[config.mk]
export PLATFORM = sky130hd
export DESIGN_NAME = adaptive_fifo_admission_rate_meter_core
export DESIGN_NICKNAME = d
export VERILOG_FILES = /design/src/rtl/afarm_pkg.sv /design/src/rtl/afarm_div.sv /design/src/rtl/afarm_datapath.sv /design/src/rtl/afarm_ctrl.sv /design/src/rtl/adaptive_fifo_admission_rate_meter_core.sv
export SDC_FILE = /design/constraint.sdc
export NUM_CORES = 2
export LEC_CHECK = 0
export BUFFER_PORTS_ARGS = -buffer_cell sky130_fd_sc_hd__buf_2
export CORE_MARGIN = 2
export CORE_UTILIZATION = 45
export DETAILED_ROUTE_END_ITERATION = 16
export PLACE_DENSITY = 0.73
export SETUP_SLACK_MARGIN = 0.05
export SYNTH_ARGS = -nofsm -noshare
export SYNTH_HDL_FRONTEND = slang
export SYNTH_SLANG_ARGS = --single-unit
[constraint.sdc]
create_clock -name clk -period 10.6 [get_ports clk]
set_input_delay 2.65 -clock clk [delete_from_list [all_inputs] [get_ports clk]]
set_output_delay 2.65 -clock clk [all_outputs]
set_load 0.02 [all_outputs]
[src/rtl/afarm_pkg.sv]
`default_nettype none

package afarm_pkg;

  localparam int unsigned IN_DATA_W  = 56;
  localparam int unsigned OUT_DATA_W = 112;
  localparam int unsigned DIV_STEPS  = 32;
  localparam int unsigned DIV_CNT_W  = 6;

  localparam logic [23:0] BYTES_MAX = 24'hFF_FFFF;

  localparam logic [1:0] KIND_ENQ   = 2'd0;
  localparam logic [1:0] KIND_DEQ   = 2'd1;
  localparam logic [1:0] KIND_LIMIT = 2'd2;
  localparam logic [1:0] KIND_SLOT  = 2'd3;

  localparam logic [1:0] ACT_ADD    = 2'd0;
  localparam logic [1:0] ACT_KEEP   = 2'd1;
  localparam logic [1:0] ACT_REDUCE = 2'd2;
  localparam logic [1:0] ACT_ALIAS  = 2'd3;

  localparam logic [2:0] ST_ADMIT     = 3'd0;
  localparam logic [2:0] ST_LIM_DROP  = 3'd1;
  localparam logic [2:0] ST_CAP_DROP  = 3'd2;
  localparam logic [2:0] ST_DEQUEUED  = 3'd3;
  localparam logic [2:0] ST_EMPTY     = 3'd4;
  localparam logic [2:0] ST_RESIZED   = 3'd5;
  localparam logic [2:0] ST_SLOT_DONE = 3'd6;

  localparam logic [2:0] REG_START_LIMIT = 3'd0;
  localparam logic [2:0] REG_INT_CAP     = 3'd1;
  localparam logic [2:0] REG_LIMIT_CAP   = 3'd2;
  localparam logic [2:0] REG_METER_THR   = 3'd3;
  localparam logic [2:0] REG_TARGET_DLY  = 3'd4;

  localparam logic [7:0]  START_LIMIT_RST = 8'd50;
  localparam logic [7:0]  INT_CAP_RST     = 8'd50;
  localparam logic [7:0]  LIMIT_CAP_RST   = 8'd100;
  localparam logic [23:0] METER_THR_RST   = 24'd2000;
  localparam logic [31:0] TARGET_DLY_RST  = 32'd2000000;

  localparam logic signed [3:0] CONG_MAX = 4'sd5;
  localparam logic signed [3:0] CONG_MIN = -4'sd5;

  typedef struct packed {
    logic        wr_en;
    logic [2:0]  idx;
    logic [31:0] wdata;
  } cfg_bus_t;

  typedef struct packed {
    logic load_in;
    logic exec;
    logic meter_acc;
    logic meter_close;
    logic take_sample;
    logic div_start;
    logic div_sample;
    logic delay_zero;
    logic delay_load;
    logic post;
    logic emit;
  } cmd_t;

  typedef struct packed {
    logic [1:0] kind;
    logic       queue_nz;
    logic       meter_due;
    logic       span_nz;
    logic       rate_nz;
    logic       div_busy;
    logic       div_done;
  } dp_stat_t;

endpackage

`default_nettype wire

[src/rtl/afarm_div.sv]
`default_nettype none

// Restoring divider, one quotient bit per cycle. Quotients above 32 bits
// saturate; the divisor is never zero when started.
module afarm_div #(
  parameter int unsigned FRAC_BITS = 20
) (
  input  wire logic                    clk,
  input  wire logic                    rst,
  input  wire logic                    start,
  input  wire logic [32+FRAC_BITS-1:0] dividend,
  input  wire logic [31:0]             divisor,
  output logic      [31:0]             quotient,
  output logic                         busy,
  output logic                         done
);

  logic [31:0] rem;
  logic [31:0] lo;
  logic [31:0] dsr;
  logic [afarm_pkg::DIV_CNT_W-1:0] cnt;

  logic [31:0] hi_ext;
  logic        ovf;
  logic [32:0] trial;
  logic [32:0] diff;
  logic        ge;

  always_comb begin
    hi_ext = 32'(dividend[32+FRAC_BITS-1:32]);
    ovf    = hi_ext >= divisor;
    trial  = {rem, lo[31]};
    diff   = trial - {1'b0, dsr};
    ge     = trial >= {1'b0, dsr};
  end

  always_ff @(posedge clk) begin
    if (rst) begin
      busy <= 1'b0;
      done <= 1'b0;
      cnt  <= '0;
    end else begin
      done <= 1'b0;
      if (start) begin
        busy <= 1'b1;
        cnt  <= ovf ? '0 : afarm_pkg::DIV_CNT_W'(afarm_pkg::DIV_STEPS);
      end else if (busy) begin
        if (cnt == '0) begin
          busy <= 1'b0;
          done <= 1'b1;
        end else begin
          cnt <= cnt - 1'b1;
        end
      end
    end
  end

  always_ff @(posedge clk) begin
    if (start) begin
      rem <= hi_ext;
      dsr <= divisor;
      lo  <= ovf ? '1 : dividend[31:0];
    end else if (busy && cnt != '0) begin
      rem <= ge ? diff[31:0] : trial[31:0];
      lo  <= {lo[30:0], ge};
    end
  end

  assign quotient = lo;

endmodule

`default_nettype wire

[src/rtl/afarm_datapath.sv]
`default_nettype none

module afarm_datapath #(
  parameter int unsigned RATE_FRAC_BITS = 20,
  parameter int unsigned COUNT_BITS     = 8
) (
  input  wire logic                              clk,
  input  wire logic                              rst,
  input  wire afarm_pkg::cfg_bus_t               cfg,
  output logic [31:0]                            prdata,
  input  wire logic [1:0]                        in_kind,
  input  wire logic [afarm_pkg::IN_DATA_W-1:0]   in_data,
  input  wire afarm_pkg::cmd_t                   cmd,
  output afarm_pkg::dp_stat_t                    stat,
  output logic [2:0]                             out_kind,
  output logic [afarm_pkg::OUT_DATA_W-1:0]       out_data
);

  localparam int unsigned DIV_W     = 32 + RATE_FRAC_BITS;
  localparam int unsigned COUNT_MAX = (1 << COUNT_BITS) - 1;

  // configuration
  logic [7:0]  start_limit;
  logic [7:0]  internal_capacity;
  logic [7:0]  limit_cap;
  logic [23:0] meter_threshold;
  logic [31:0] target_delay;

  // queue and meter state
  logic [7:0]        packet_count;
  logic [23:0]       byte_count;
  logic [7:0]        limit_now;
  logic signed [3:0] congestion;
  logic              measuring;
  logic [31:0]       meter_start;
  logic [31:0]       meter_bytes;
  logic [31:0]       rate_estimate;
  logic [31:0]       previous_delay;
  logic [1:0]        last_action;

  // current transaction
  logic [1:0]  kind_q;
  logic [15:0] pkt_q;
  logic [31:0] now_q;
  logic [1:0]  act_q;
  logic [2:0]  status_q;
  logic [31:0] delay_q;

  logic [7:0]  cap_eff;
  logic [8:0]  cnt_inc;
  logic [24:0] byte_sum;
  logic        limit_drop;
  logic        cap_drop;
  logic [23:0] byte_sub;
  logic [1:0]  act_eff;
  logic [8:0]  limit_inc;
  logic [7:0]  limit_dec;
  logic [7:0]  limit_floor;
  logic [7:0]  limit_new;
  logic        meter_open;
  logic        meter_eff;
  logic [31:0] meter_base;
  logic [31:0] span;
  logic [32:0] rate_sum;
  logic        slot_clear;

  logic [DIV_W-1:0] div_dividend;
  logic [31:0]      div_divisor;
  logic [31:0]      div_q;
  logic             div_busy;
  logic             div_done;

  afarm_div #(
    .FRAC_BITS(RATE_FRAC_BITS)
  ) u_div (
    .clk     (clk),
    .rst     (rst),
    .start   (cmd.div_start),
    .dividend(div_dividend),
    .divisor (div_divisor),
    .quotient(div_q),
    .busy    (div_busy),
    .done    (div_done)
  );

  always_comb begin
    cap_eff    = (32'(internal_capacity) > COUNT_MAX) ? 8'(COUNT_MAX) : internal_capacity;
    cnt_inc    = {1'b0, packet_count} + 9'd1;
    byte_sum   = {1'b0, byte_count} + 25'(pkt_q);
    limit_drop = cnt_inc > {1'b0, limit_now};
    cap_drop   = (cnt_inc > {1'b0, cap_eff}) || byte_sum[24];
    byte_sub   = (byte_count > 24'(pkt_q)) ? byte_count - 24'(pkt_q) : 24'd0;

    act_eff = (act_q == afarm_pkg::ACT_ALIAS) ? afarm_pkg::ACT_KEEP : act_q;
    limit_inc = {1'b0, limit_now} + 9'd1;
    limit_dec = (limit_now != 8'd0) ? limit_now - 8'd1 : 8'd0;
    if (limit_dec < packet_count) limit_floor = packet_count;
    else limit_floor = limit_dec;
    if (limit_floor == 8'd0) limit_floor = 8'd1;
    case (act_eff)
      afarm_pkg::ACT_ADD:    limit_new = (limit_inc <= {1'b0, limit_cap}) ? limit_inc[7:0]
                                                                           : limit_cap;
      afarm_pkg::ACT_REDUCE: limit_new = limit_floor;
      default:               limit_new = limit_now;
    endcase

    meter_open = (byte_count >= meter_threshold) && !measuring;
    meter_eff  = measuring || meter_open;
    meter_base = meter_open ? 32'd0 : meter_bytes;
    span       = now_q - meter_start;
    rate_sum   = {1'b0, rate_estimate} + {1'b0, div_q};

    slot_clear = ({delay_q, 1'b0} < {1'b0, target_delay}) &&
                 ({previous_delay, 1'b0} < {1'b0, target_delay}) &&
                 (last_action == afarm_pkg::ACT_KEEP) && (rate_estimate != 32'd0);

    if (cmd.div_sample) begin
      div_dividend = {meter_bytes, {RATE_FRAC_BITS{1'b0}}};
      div_divisor  = span;
    end else begin
      div_dividend = {8'd0, byte_count, {RATE_FRAC_BITS{1'b0}}};
      div_divisor  = rate_estimate;
    end
  end

  always_comb begin
    stat.kind      = kind_q;
    stat.queue_nz  = packet_count != 8'd0;
    stat.meter_due = measuring && (meter_bytes >= 32'(meter_threshold));
    stat.span_nz   = span != 32'd0;
    stat.rate_nz   = rate_estimate != 32'd0;
    stat.div_busy  = div_busy;
    stat.div_done  = div_done;
  end

  always_comb begin
    case (cfg.idx)
      afarm_pkg::REG_START_LIMIT: prdata = 32'(start_limit);
      afarm_pkg::REG_INT_CAP:     prdata = 32'(internal_capacity);
      afarm_pkg::REG_LIMIT_CAP:   prdata = 32'(limit_cap);
      afarm_pkg::REG_METER_THR:   prdata = 32'(meter_threshold);
      afarm_pkg::REG_TARGET_DLY:  prdata = target_delay;
      default:                    prdata = 32'd0;
    endcase
  end

  always_ff @(posedge clk) begin
    if (rst) begin
      start_limit       <= afarm_pkg::START_LIMIT_RST;
      internal_capacity <= afarm_pkg::INT_CAP_RST;
      limit_cap         <= afarm_pkg::LIMIT_CAP_RST;
      meter_threshold   <= afarm_pkg::METER_THR_RST;
      target_delay      <= afarm_pkg::TARGET_DLY_RST;
      packet_count      <= 8'd0;
      byte_count        <= 24'd0;
      limit_now         <= afarm_pkg::START_LIMIT_RST;
      congestion        <= 4'sd0;
      measuring         <= 1'b0;
      meter_start       <= 32'd0;
      meter_bytes       <= 32'd0;
      rate_estimate     <= 32'd0;
      previous_delay    <= 32'd0;
      last_action       <= afarm_pkg::ACT_KEEP;
    end else begin
      if (cfg.wr_en) begin
        case (cfg.idx)
          afarm_pkg::REG_START_LIMIT: begin
            start_limit <= cfg.wdata[7:0];
            limit_now   <= cfg.wdata[7:0];
          end
          afarm_pkg::REG_INT_CAP:    internal_capacity <= cfg.wdata[7:0];
          afarm_pkg::REG_LIMIT_CAP:  limit_cap         <= cfg.wdata[7:0];
          afarm_pkg::REG_METER_THR:  meter_threshold   <= cfg.wdata[23:0];
          afarm_pkg::REG_TARGET_DLY: target_delay      <= cfg.wdata;
          default: ;
        endcase
      end

      if (cmd.exec) begin
        case (kind_q)
          afarm_pkg::KIND_ENQ: begin
            if (!limit_drop) begin
              if (cap_drop) begin
                if (congestion > afarm_pkg::CONG_MIN) congestion <= congestion - 4'sd1;
              end else begin
                packet_count <= cnt_inc[7:0];
                byte_count   <= byte_sum[23:0];
                if (congestion < afarm_pkg::CONG_MAX) congestion <= congestion + 4'sd1;
              end
            end
          end
          afarm_pkg::KIND_DEQ: begin
            if (packet_count != 8'd0) begin
              packet_count <= packet_count - 8'd1;
              byte_count   <= byte_sub;
            end
          end
          afarm_pkg::KIND_LIMIT: begin
            limit_now   <= limit_new;
            last_action <= act_eff;
          end
          default: ;
        endcase
      end

      if (cmd.meter_acc && meter_eff) begin
        measuring   <= 1'b1;
        meter_bytes <= meter_base + 32'(pkt_q);
        if (meter_open) meter_start <= now_q;
      end

      if (cmd.meter_close) begin
        if (cmd.take_sample) begin
          rate_estimate <= (rate_estimate == 32'd0) ? div_q : rate_sum[32:1];
        end
        meter_bytes <= 32'd0;
        if (byte_count > meter_threshold) begin
          meter_start <= now_q;
          measuring   <= 1'b1;
        end else begin
          measuring <= 1'b0;
        end
      end

      if (cmd.post) begin
        case (kind_q)
          afarm_pkg::KIND_LIMIT: previous_delay <= delay_q;
          afarm_pkg::KIND_SLOT: begin
            if (slot_clear) begin
              rate_estimate <= 32'd0;
              meter_bytes   <= 32'd0;
            end
            last_action <= afarm_pkg::ACT_KEEP;
          end
          default: ;
        endcase
      end
    end
  end

  // transaction fields, status and result payload
  always_ff @(posedge clk) begin
    if (cmd.load_in) begin
      kind_q <= in_kind;
      pkt_q  <= in_data[15:0];
      now_q  <= in_data[47:16];
      act_q  <= in_data[49:48];
    end
    if (cmd.exec) begin
      case (kind_q)
        afarm_pkg::KIND_ENQ: begin
          if (limit_drop)    status_q <= afarm_pkg::ST_LIM_DROP;
          else if (cap_drop) status_q <= afarm_pkg::ST_CAP_DROP;
          else               status_q <= afarm_pkg::ST_ADMIT;
        end
        afarm_pkg::KIND_DEQ:
          status_q <= (packet_count != 8'd0) ? afarm_pkg::ST_DEQUEUED : afarm_pkg::ST_EMPTY;
        afarm_pkg::KIND_LIMIT: status_q <= afarm_pkg::ST_RESIZED;
        default:               status_q <= afarm_pkg::ST_SLOT_DONE;
      endcase
    end
    if (cmd.delay_zero) delay_q <= 32'd0;
    else if (cmd.delay_load) delay_q <= div_q;
    else if (cmd.post && kind_q == afarm_pkg::KIND_SLOT && slot_clear) delay_q <= 32'd0;
    if (cmd.emit) begin
      out_kind <= status_q;
      out_data <= {4'd0, delay_q, rate_estimate, congestion, limit_now, byte_count,
                   packet_count};
    end
  end

endmodule

`default_nettype wire

[src/rtl/afarm_ctrl.sv]
`default_nettype none

module afarm_ctrl (
  input  wire logic                clk,
  input  wire logic                rst,
  input  wire logic                s_tvalid,
  output logic                     s_tready,
  output logic                     m_tvalid,
  input  wire logic                m_tready,
  input  wire afarm_pkg::dp_stat_t stat,
  output afarm_pkg::cmd_t          cmd
);

  localparam logic [3:0] S_IDLE   = 4'd0;
  localparam logic [3:0] S_EXEC   = 4'd1;
  localparam logic [3:0] S_MACC   = 4'd2;
  localparam logic [3:0] S_MCHK   = 4'd3;
  localparam logic [3:0] S_SDIV   = 4'd4;
  localparam logic [3:0] S_DSTART = 4'd5;
  localparam logic [3:0] S_DDIV   = 4'd6;
  localparam logic [3:0] S_POST   = 4'd7;
  localparam logic [3:0] S_EMIT   = 4'd8;

  logic [3:0] state;
  logic [3:0] state_next;
  logic       out_valid;
  logic       out_free;

  assign s_tready = (state == S_IDLE) && !rst;
  assign m_tvalid = out_valid;
  assign out_free = !out_valid || m_tready;

  always_comb begin
    state_next = state;
    cmd        = '0;
    case (state)
      S_IDLE: begin
        if (s_tvalid) begin
          cmd.load_in = 1'b1;
          state_next  = S_EXEC;
        end
      end
      S_EXEC: begin
        cmd.exec = 1'b1;
        if (stat.kind == afarm_pkg::KIND_DEQ && stat.queue_nz) state_next = S_MACC;
        else state_next = S_DSTART;
      end
      S_MACC: begin
        cmd.meter_acc = 1'b1;
        state_next    = S_MCHK;
      end
      S_MCHK: begin
        if (stat.meter_due && stat.span_nz) begin
          cmd.div_start  = 1'b1;
          cmd.div_sample = 1'b1;
          state_next     = S_SDIV;
        end else if (stat.meter_due) begin
          cmd.meter_close = 1'b1;
          state_next      = S_DSTART;
        end else begin
          state_next = S_DSTART;
        end
      end
      S_SDIV: begin
        cmd.div_sample = 1'b1;
        if (stat.div_done) begin
          cmd.meter_close = 1'b1;
          cmd.take_sample = 1'b1;
          state_next      = S_DSTART;
        end
      end
      S_DSTART: begin
        if (stat.rate_nz) begin
          cmd.div_start = 1'b1;
          state_next    = S_DDIV;
        end else begin
          cmd.delay_zero = 1'b1;
          state_next     = S_POST;
        end
      end
      S_DDIV: begin
        if (stat.div_done) begin
          cmd.delay_load = 1'b1;
          state_next     = S_POST;
        end
      end
      S_POST: begin
        cmd.post   = 1'b1;
        state_next = S_EMIT;
      end
      S_EMIT: begin
        if (out_free) begin
          cmd.emit   = 1'b1;
          state_next = S_IDLE;
        end
      end
      default: state_next = S_IDLE;
    endcase
  end

  always_ff @(posedge clk) begin
    if (rst) begin
      state     <= S_IDLE;
      out_valid <= 1'b0;
    end else begin
      state <= state_next;
      if (cmd.emit) out_valid <= 1'b1;
      else if (m_tready) out_valid <= 1'b0;
    end
  end

endmodule

`default_nettype wire

[src/rtl/adaptive_fifo_admission_rate_meter_core.sv]
// An input transaction passes through execute, a meter update (dequeues from a
// nonempty queue only), a rate-sample division when that dequeue closes a measurement
// over a nonzero span, the delay division while the rate is nonzero, post and emit; a
// saturating division finishes sooner. One item is in work at a time; the next is taken
// in the cycle after the result is registered; the shared 32-step divider paces items.
// Reset (rst, synchronous, active high) loads register defaults, empties the queue
// counters and clears the meter; the block is ready in the first cycle after reset.
`default_nettype none

module adaptive_fifo_admission_rate_meter_core #(
  parameter int unsigned RATE_FRAC_BITS = 20,
  parameter int unsigned COUNT_BITS     = 8
) (
  input  wire logic         clk,
  input  wire logic         rst,
  input  wire logic         s_tvalid,
  output logic              s_tready,
  // pkt_bytes[15:0], now_us[47:16], action[49:48], zero pad
  input  wire logic [55:0]  s_tdata,
  // kind[1:0]
  input  wire logic [1:0]   s_tuser,
  output logic              m_tvalid,
  input  wire logic         m_tready,
  // queued_packets[7:0], queued_bytes[31:8], buffer_limit[39:32],
  // congestion_score[43:40], departure_rate[75:44], delay_estimate[107:76], zero pad
  output logic [111:0]      m_tdata,
  // status[2:0]
  output logic [2:0]        m_tuser,
  input  wire logic         psel,
  input  wire logic         penable,
  input  wire logic         pwrite,
  input  wire logic [4:0]   paddr,
  input  wire logic [31:0]  pwdata,
  output logic [31:0]       prdata,
  output logic              pready
);

  afarm_pkg::cfg_bus_t cfg;
  afarm_pkg::cmd_t     cmd;
  afarm_pkg::dp_stat_t stat;

  assign pready    = 1'b1;
  assign cfg.wr_en = psel && penable && pwrite && pready;
  assign cfg.idx   = paddr[4:2];
  assign cfg.wdata = pwdata;

  afarm_ctrl u_ctrl (
    .clk     (clk),
    .rst     (rst),
    .s_tvalid(s_tvalid),
    .s_tready(s_tready),
    .m_tvalid(m_tvalid),
    .m_tready(m_tready),
    .stat    (stat),
    .cmd     (cmd)
  );

  afarm_datapath #(
    .RATE_FRAC_BITS(RATE_FRAC_BITS),
    .COUNT_BITS    (COUNT_BITS)
  ) u_dp (
    .clk     (clk),
    .rst     (rst),
    .cfg     (cfg),
    .prdata  (prdata),
    .in_kind (s_tuser),
    .in_data (s_tdata),
    .cmd     (cmd),
    .stat    (stat),
    .out_kind(m_tuser),
    .out_data(m_tdata)
  );

  a_one_in_flight: assert property (@(posedge clk) disable iff (rst)
    (s_tvalid && s_tready) |=> !s_tready)
    else $error("second transaction taken while one is in work");

  a_div_free: assert property (@(posedge clk) disable iff (rst)
    cmd.div_start |-> !stat.div_busy)
    else $error("divider restarted while busy");

  a_score_range: assert property (@(posedge clk) disable iff (rst)
    m_tvalid |-> ($signed(m_tdata[43:40]) >= afarm_pkg::CONG_MIN &&
                  $signed(m_tdata[43:40]) <= afarm_pkg::CONG_MAX))
    else $error("congestion score out of range");

  a_status_code: assert property (@(posedge clk) disable iff (rst)
    m_tvalid |-> (m_tuser <= afarm_pkg::ST_SLOT_DONE))
    else $error("undefined status code on result");

endmodule

`default_nettype wire

### Yosys cells after proc, flatten, opt, wreduce, memory -nomap -nowiden

Cells that the tools add are included.
W data, S select, Z words.

| word-level totals | value |
|---|---|
| flip-flop bits (word level) | 562 |
| input port bits | 102 |
| logic and storage cells | 237 |
| output and inout bits | 150 |

| operators by class | value |
|---|---|
| bitwise gates (word level) | 2 |
| magnitude comparators | 14 |
| $add $sub $neg | 13 |
| equality and inequality tests | 28 |
| reductions and logical operators | 50 |
| multiplexer cells | 98 |

Operator list:

| cell | count |
|---|---|
| $mux W32 | 23 |
| $pmux W32 S5 | 1 |
| $mux W24 | 4 |
| $mux W8 | 11 |
| $lt A33 B32 Y1 | 2 |
| $reduce_bool A32 Y1 | 2 |
| $sub A32 B32 Y32 | 2 |
| $mux W52 | 1 |
| $pmux W24 S2 | 1 |
| $mux W20 | 2 |
| $pmux W4 S9 | 1 |
| $add A32 B32 Y33 | 1 |
| $ge A33 B32 Y1 | 1 |
| $add A32 B16 Y32 | 1 |
| $ge A20 B32 Y1 | 1 |
| $ge A32 B24 Y1 | 1 |
| $logic_not A32 Y1 | 1 |
| $pmux W8 S2 | 2 |
| $mux W4 | 7 |
| $mux W1 | 26 |
| $add A24 B16 Y25 | 1 |
| $ge A24 B24 Y1 | 1 |
| $gt A24 B16 Y1 | 1 |
| $gt A24 B24 Y1 | 1 |
| 44 further kinds | 110 |

### Logic depth before layout (Yosys ltp)

| logic depth | value |
|---|---|
| depth in word-level cells | 9 |
| mapped depth | 32 |
| mapped depth without buffers | 28 |

### Cells and area by module

From an unflattened synthesis, not the netlist that was laid out.

| second synthesis, totals | value |
|---|---|
| cells, all modules | 3,854 |
| area total of the unflattened synthesis | 34,739.6 um^2 |

Modules (own cells, without submodules):

| module | area an instance (um^2) | seq. area each (um^2) | instances | cells each |
|---|---|---|---|---|
| afarm_datapath | 27,407.5 | 10,730.3 | 1 | 3,076 |
| afarm_div | 6,862.8 | 2,922.8 | 1 | 713 |
| afarm_ctrl | 451.7 | 100.1 | 1 | 62 |
| adaptive_fifo_admission_rate_meter_core | 17.5 | 0.0 | 1 | 3 |

### Worst setup path after synthesis

OpenSTA, ideal clock, no wires.

| timing | value |
|---|---|
| path type | input-to-reg |
| start point | in m_tready |
| end point | reg u_dp.out_data[0] (netlist name), enable pin |
| cell stages on the path | 2 |
| path buffers | 0 |
| setup time | 595 ps |
| required time | 10,005 ps |
| slack | 2,325 ps |
| arrival | 7,681 ps |
| cells stage by stage | nand2b_1 nor2b_1 |

RTL lines:

| what | line | RTL |
|---|---|---|
| start: declaration | adaptive_fifo_admission_rate_meter_core.sv:23 | `input wire logic m_tready,` |
| end signal: assignment | afarm_datapath.sv:267 | `out_data <= {4'd0, delay_q, rate_estimate, congestion, limit_now, byte_count,` |
| end: declaration | afarm_datapath.sv:16 | `output logic [afarm_pkg::OUT_DATA_W-1:0] out_data` |

### Worst setup path in the final report

| timing | value |
|---|---|
| start point | in paddr[3] |
| end point | out prdata[20] |

| on the way | value |
|---|---|
| cells in the longest elaborated chain, start to end | 2 |
| elaborated cells between the ends (all ways) | 6 |
| classes of those cells | eq/ne: 4; mux: 1; reduce/logical: 1 |

RTL lines:

| what | line | RTL |
|---|---|---|
| start: declaration | adaptive_fifo_admission_rate_meter_core.sv:32 | `input wire logic [4:0] paddr,` |
| $eq A3 B3 Y1, or another cell as far along | afarm_datapath.sv:137 | `case (cfg.idx)` |
| $pmux W32 S5 * | afarm_datapath.sv:137 |  |
| end: declaration | adaptive_fifo_admission_rate_meter_core.sv:34 | `output logic [31:0] prdata,` |

Mark *: on every way between the ends. The rest lies on a longest branch, timed or not.

==> flow_summary_export.csv <==
group,metric,value,unit
placed_design,gp_congestion,0.963,
worst_setup_path,startpoint_type,"primary input",
sta,finalCritPeriodShare,0.731,
clock_network,cts_hold_buf,0,
sta,setup_viol,0,
synth,ys_seq_elements,562,
detailed_routing,post-route-drc-count,0,
detailed_routing,drt_iter0_markers,2847,
synth,synthesis.area,0.0346,mm2
floorplanning,die_w,281,um
clock_network,insertion_delay,0.63,ns
sta,fin_skew,0.0481,ns
floorplanning,pin_count,252,
final_layout,layout.cells.non_filler,5106,
clock_network,cts-root-buf,"clkbuf_16",
floorplanning,start_util,0.455,
placed_design,place_ws,2.99,ns
detailed_routing,vias_per_cell,5.89,
synth,synth_cell_types,106,
floorplanning,fp.dieArea,0.0791,mm2
global_route,grt_pass1_wl,160000,um
synth,ys_warn_count,0,
synth,synth_ff_type,"dfxtp_1",
worst_setup_path,critPathMaxStageDelay,0.70,ns
clock_network,clk_transition_reported_paths,0.06,ns
sta,rsz0062_at_grt,"no",
detailed_routing,vias,30100,
sta,fin_setup_tns,0,ns
worst_setup_path,critPathKind,"primary input to primary output",
run,cap_violations,0,
power_and_ir_drop,power_density,153,mW/mm2
sta,maxSlewViolCount,0,
clock_network,clock-sinks,562,
global_route,antenna_found_initial,5,
sta,hold_ws,0.431,ns
global_route,grt_max_degree,94,
worst_setup_path,worstPathCellList,"buf_2 > nor2_1 > nand2_1 > o22ai_1 > buf_2",
min_path,worstHoldPathType,"flip-flop to flip-flop",
clock_network,cts_buffer_depth,3,
sta,timing.fmax,129,MHz
clock_network,numCtsBuffers,66,
clock_network,cts_max_level,3,
detailed_routing,firstDrtPassIters,6,
synth,ys_async_sr_fraction,0,
synth,avgSynthCellArea,8.96,um2
final_layout,nets,4442,
clock_network,cts_tree,"built",
outcome,status,"finished, final reports clean",
worst_setup_path,worstPathArrival,5.10,ns
synth,yosysMostFrequentCell,"nand2_1",
floorplanning,die_y,281,um
synth,synth_cells,3862,
placed_design,dp.cells,4982,
detailed_routing,wl_per_cell,20.5,um
worst_setup_path,crit_path_top_delay_cell,"o22ai_1",
placed_design,dpl.hpwl,77200,um
final_layout,drive_gt1_frac,0.117,
sta,worst_slew_pin_slew,1.21,ns
worst_setup_path,cp_num_buf_inv,2,
worst_setup_path,critPathMaxFanout,26,
worst_setup_path,cp-end-kind,"primary output",
detailed_routing,drtAntennaViolNets,0,
worst_setup_path,cpMostUsedCell,"buf_2",
synth,netlist_top_cells_area,"edfxtp_1, dfxtp_1, ha_1",
synth,seq_area_frac_synth,0.397,
placed_design,numPortBuffers,238,
synth,netlist.area_leader.share,0.217,
synth,synth_common_cells,"nand2_1, ha_1, dfxtp_1",
sta,slew_headroom,0.190,
power_and_ir_drop,p_leak,16.0,nW
final_layout,fin_area,0.0388,mm2
global_route,grt_pass1_vias,27700,
floorplanning,row_count,101,
floorplanning,core_area,0.0761,mm2
power_and_ir_drop,ir_drop,0.117,mV
global_route,grtUsageTotal,0.260,
placed_design,placed_area,0.0366,mm2
final_layout,synthToLayoutAreaGrowth,12.1,%
detailed_routing,wl,105000,um
clock_network,post_cts_buffers,0,
worst_setup_path,crit_family,"simple AND/OR/NAND/NOR gates",
sta,hold_violations,0,
sta,min_period,7.75,ns
global_route,overflow,0,
sta,setup_slack,2.85,ns
worst_setup_path,critPathRequiredTime,7.95,ns
synth,synth_edf_count,250,
synth,yosysTopAreaCell,"edfxtp_1",
clock_network,cts.repair.resized,0,
==> layout make-up <==
cell class | instances | area, um2
clock buffers | 83 | 1800
well taps | 1030 | 1290
inverters | 224 | 847
repair buffers | 274 | 1460
fillers | 7130 | 37300
clock inverters | 39 | 350
diodes | 2 | 5.00
multi-input cells | 2892 | 19300
flip-flops and latches | 562 | 13800
==> worst register-to-register path, delay by kind of cell (launching register included) <==
kind	cells	cell delay (ns)
AOI/OAI and AO/OA	16	4.29
adders and majority gates	2	0.72
DFF	1	0.40
and+or+nand+nor	5	1.13
xor gates and xnor gates	1	0.48
buffers and inverters	1	0.29
==> power by group <==
part	switching [mW]	internal, mW	total [mW]
logic	0.785	0.459	1.24
registers	0.0925	2.35	2.45
clock network	0.979	1.28	2.25
total	1.86	4.09	5.95
==> layout by cell type (no fill, tap or decap), types with 33 or more instances in the layout <==
cell type	netlist	routed
nand2_1	520	519
ha_1	313	313
dfxtp_1	312	312
a21oi_1	311	311
nor2_1	297	294
edfxtp_1	250	250
buf_2	20	237
inv_1	222	221
o21ai_0	174	173
a21o_1	92	92
nor3_1	86	85
mux2i_1	74	74
o21a_1	72	72
xnor2_1	71	71
o211ai_1	67	67
clkbuf_16	0	67
nand3_1	64	64
and2_1	55	55
nand4_1	53	53
a211oi_1	49	48
xor2_1	47	47
nor2b_1	43	41
buf_4	9	37
o22ai_1	33	33
==> final timing paths <==
check | slack (ns) | from | cells after the start | end
worst max register to register | 2.96 | u_dp.now_q[6] | 25 | u_dp.u_div.quotient[0]
worst max-delay path | 2.85 | paddr[3] | 5 | prdata[20]
worst min register to register | 0.43 | u_dp.status_q[2] | 0 | u_dp.out_kind[2]
worst min-delay path | 0.43 | u_dp.status_q[2] | 0 | u_dp.out_kind[2]
==> metal layers <==
metal  up-vias  GRT usage  wire (um)  part of all wire
li1      14300          -          -                 -
met1     14200      0.345      44100              0.42
met2      1261      0.410      47200              0.45
met3       252     0.0468       8450             0.081
met4         4      0.126       5040             0.048
met5         -          0         29           0.00028
==> stage by stage <==
step	total power [mW]	util
after floorplan	3.36	-
after global placement	3.68	0.482
after detailed placement	3.71	0.482
after CTS	5.97	0.510
after global routing	6.20	0.510
final	5.95	0.510
==> registers in the layout, summed over array words and instances, names as in the netlist, 16 cells and up <==
name and cells:
u_dp.out_data 108, u_dp.now_q 32, u_dp.pkt_q 16, u_dp.previous_delay 32, u_dp.delay_q 32, u_dp.rate_estimate 32, u_dp.meter_start 32, u_dp.byte_count 24
u_dp.u_div.dsr 32, u_dp.meter_threshold 24, u_dp.u_div.rem 32, u_dp.meter_bytes 32, u_dp.u_div.quotient 32, u_dp.target_delay 32
==> logic make-up (layout without fill, tap and decap cells) <==
| logic type | after synthesis | in the layout | share of synthesized area |
|---|---|---|---|
| adder cells (fa/ha/maj) | 320 | 320 | 0.117 |
| flip-flops | 562 | 562 | 0.397 |
| AO/OA/AOI/OAI | 1086 | 1086 | 0.211 |
| AND/OR/NAND/NOR | 1275 | 1275 | 0.169 |
| multiplexers | 88 | 88 | 0.0269 |
| buffers and inverters | 411 | 620 | 0.0486 |
| other | 2 | 7 | 0.000217 |
| XOR/XNOR | 118 | 118 | 0.0299 |
Power figures use the tool's default switching activity.
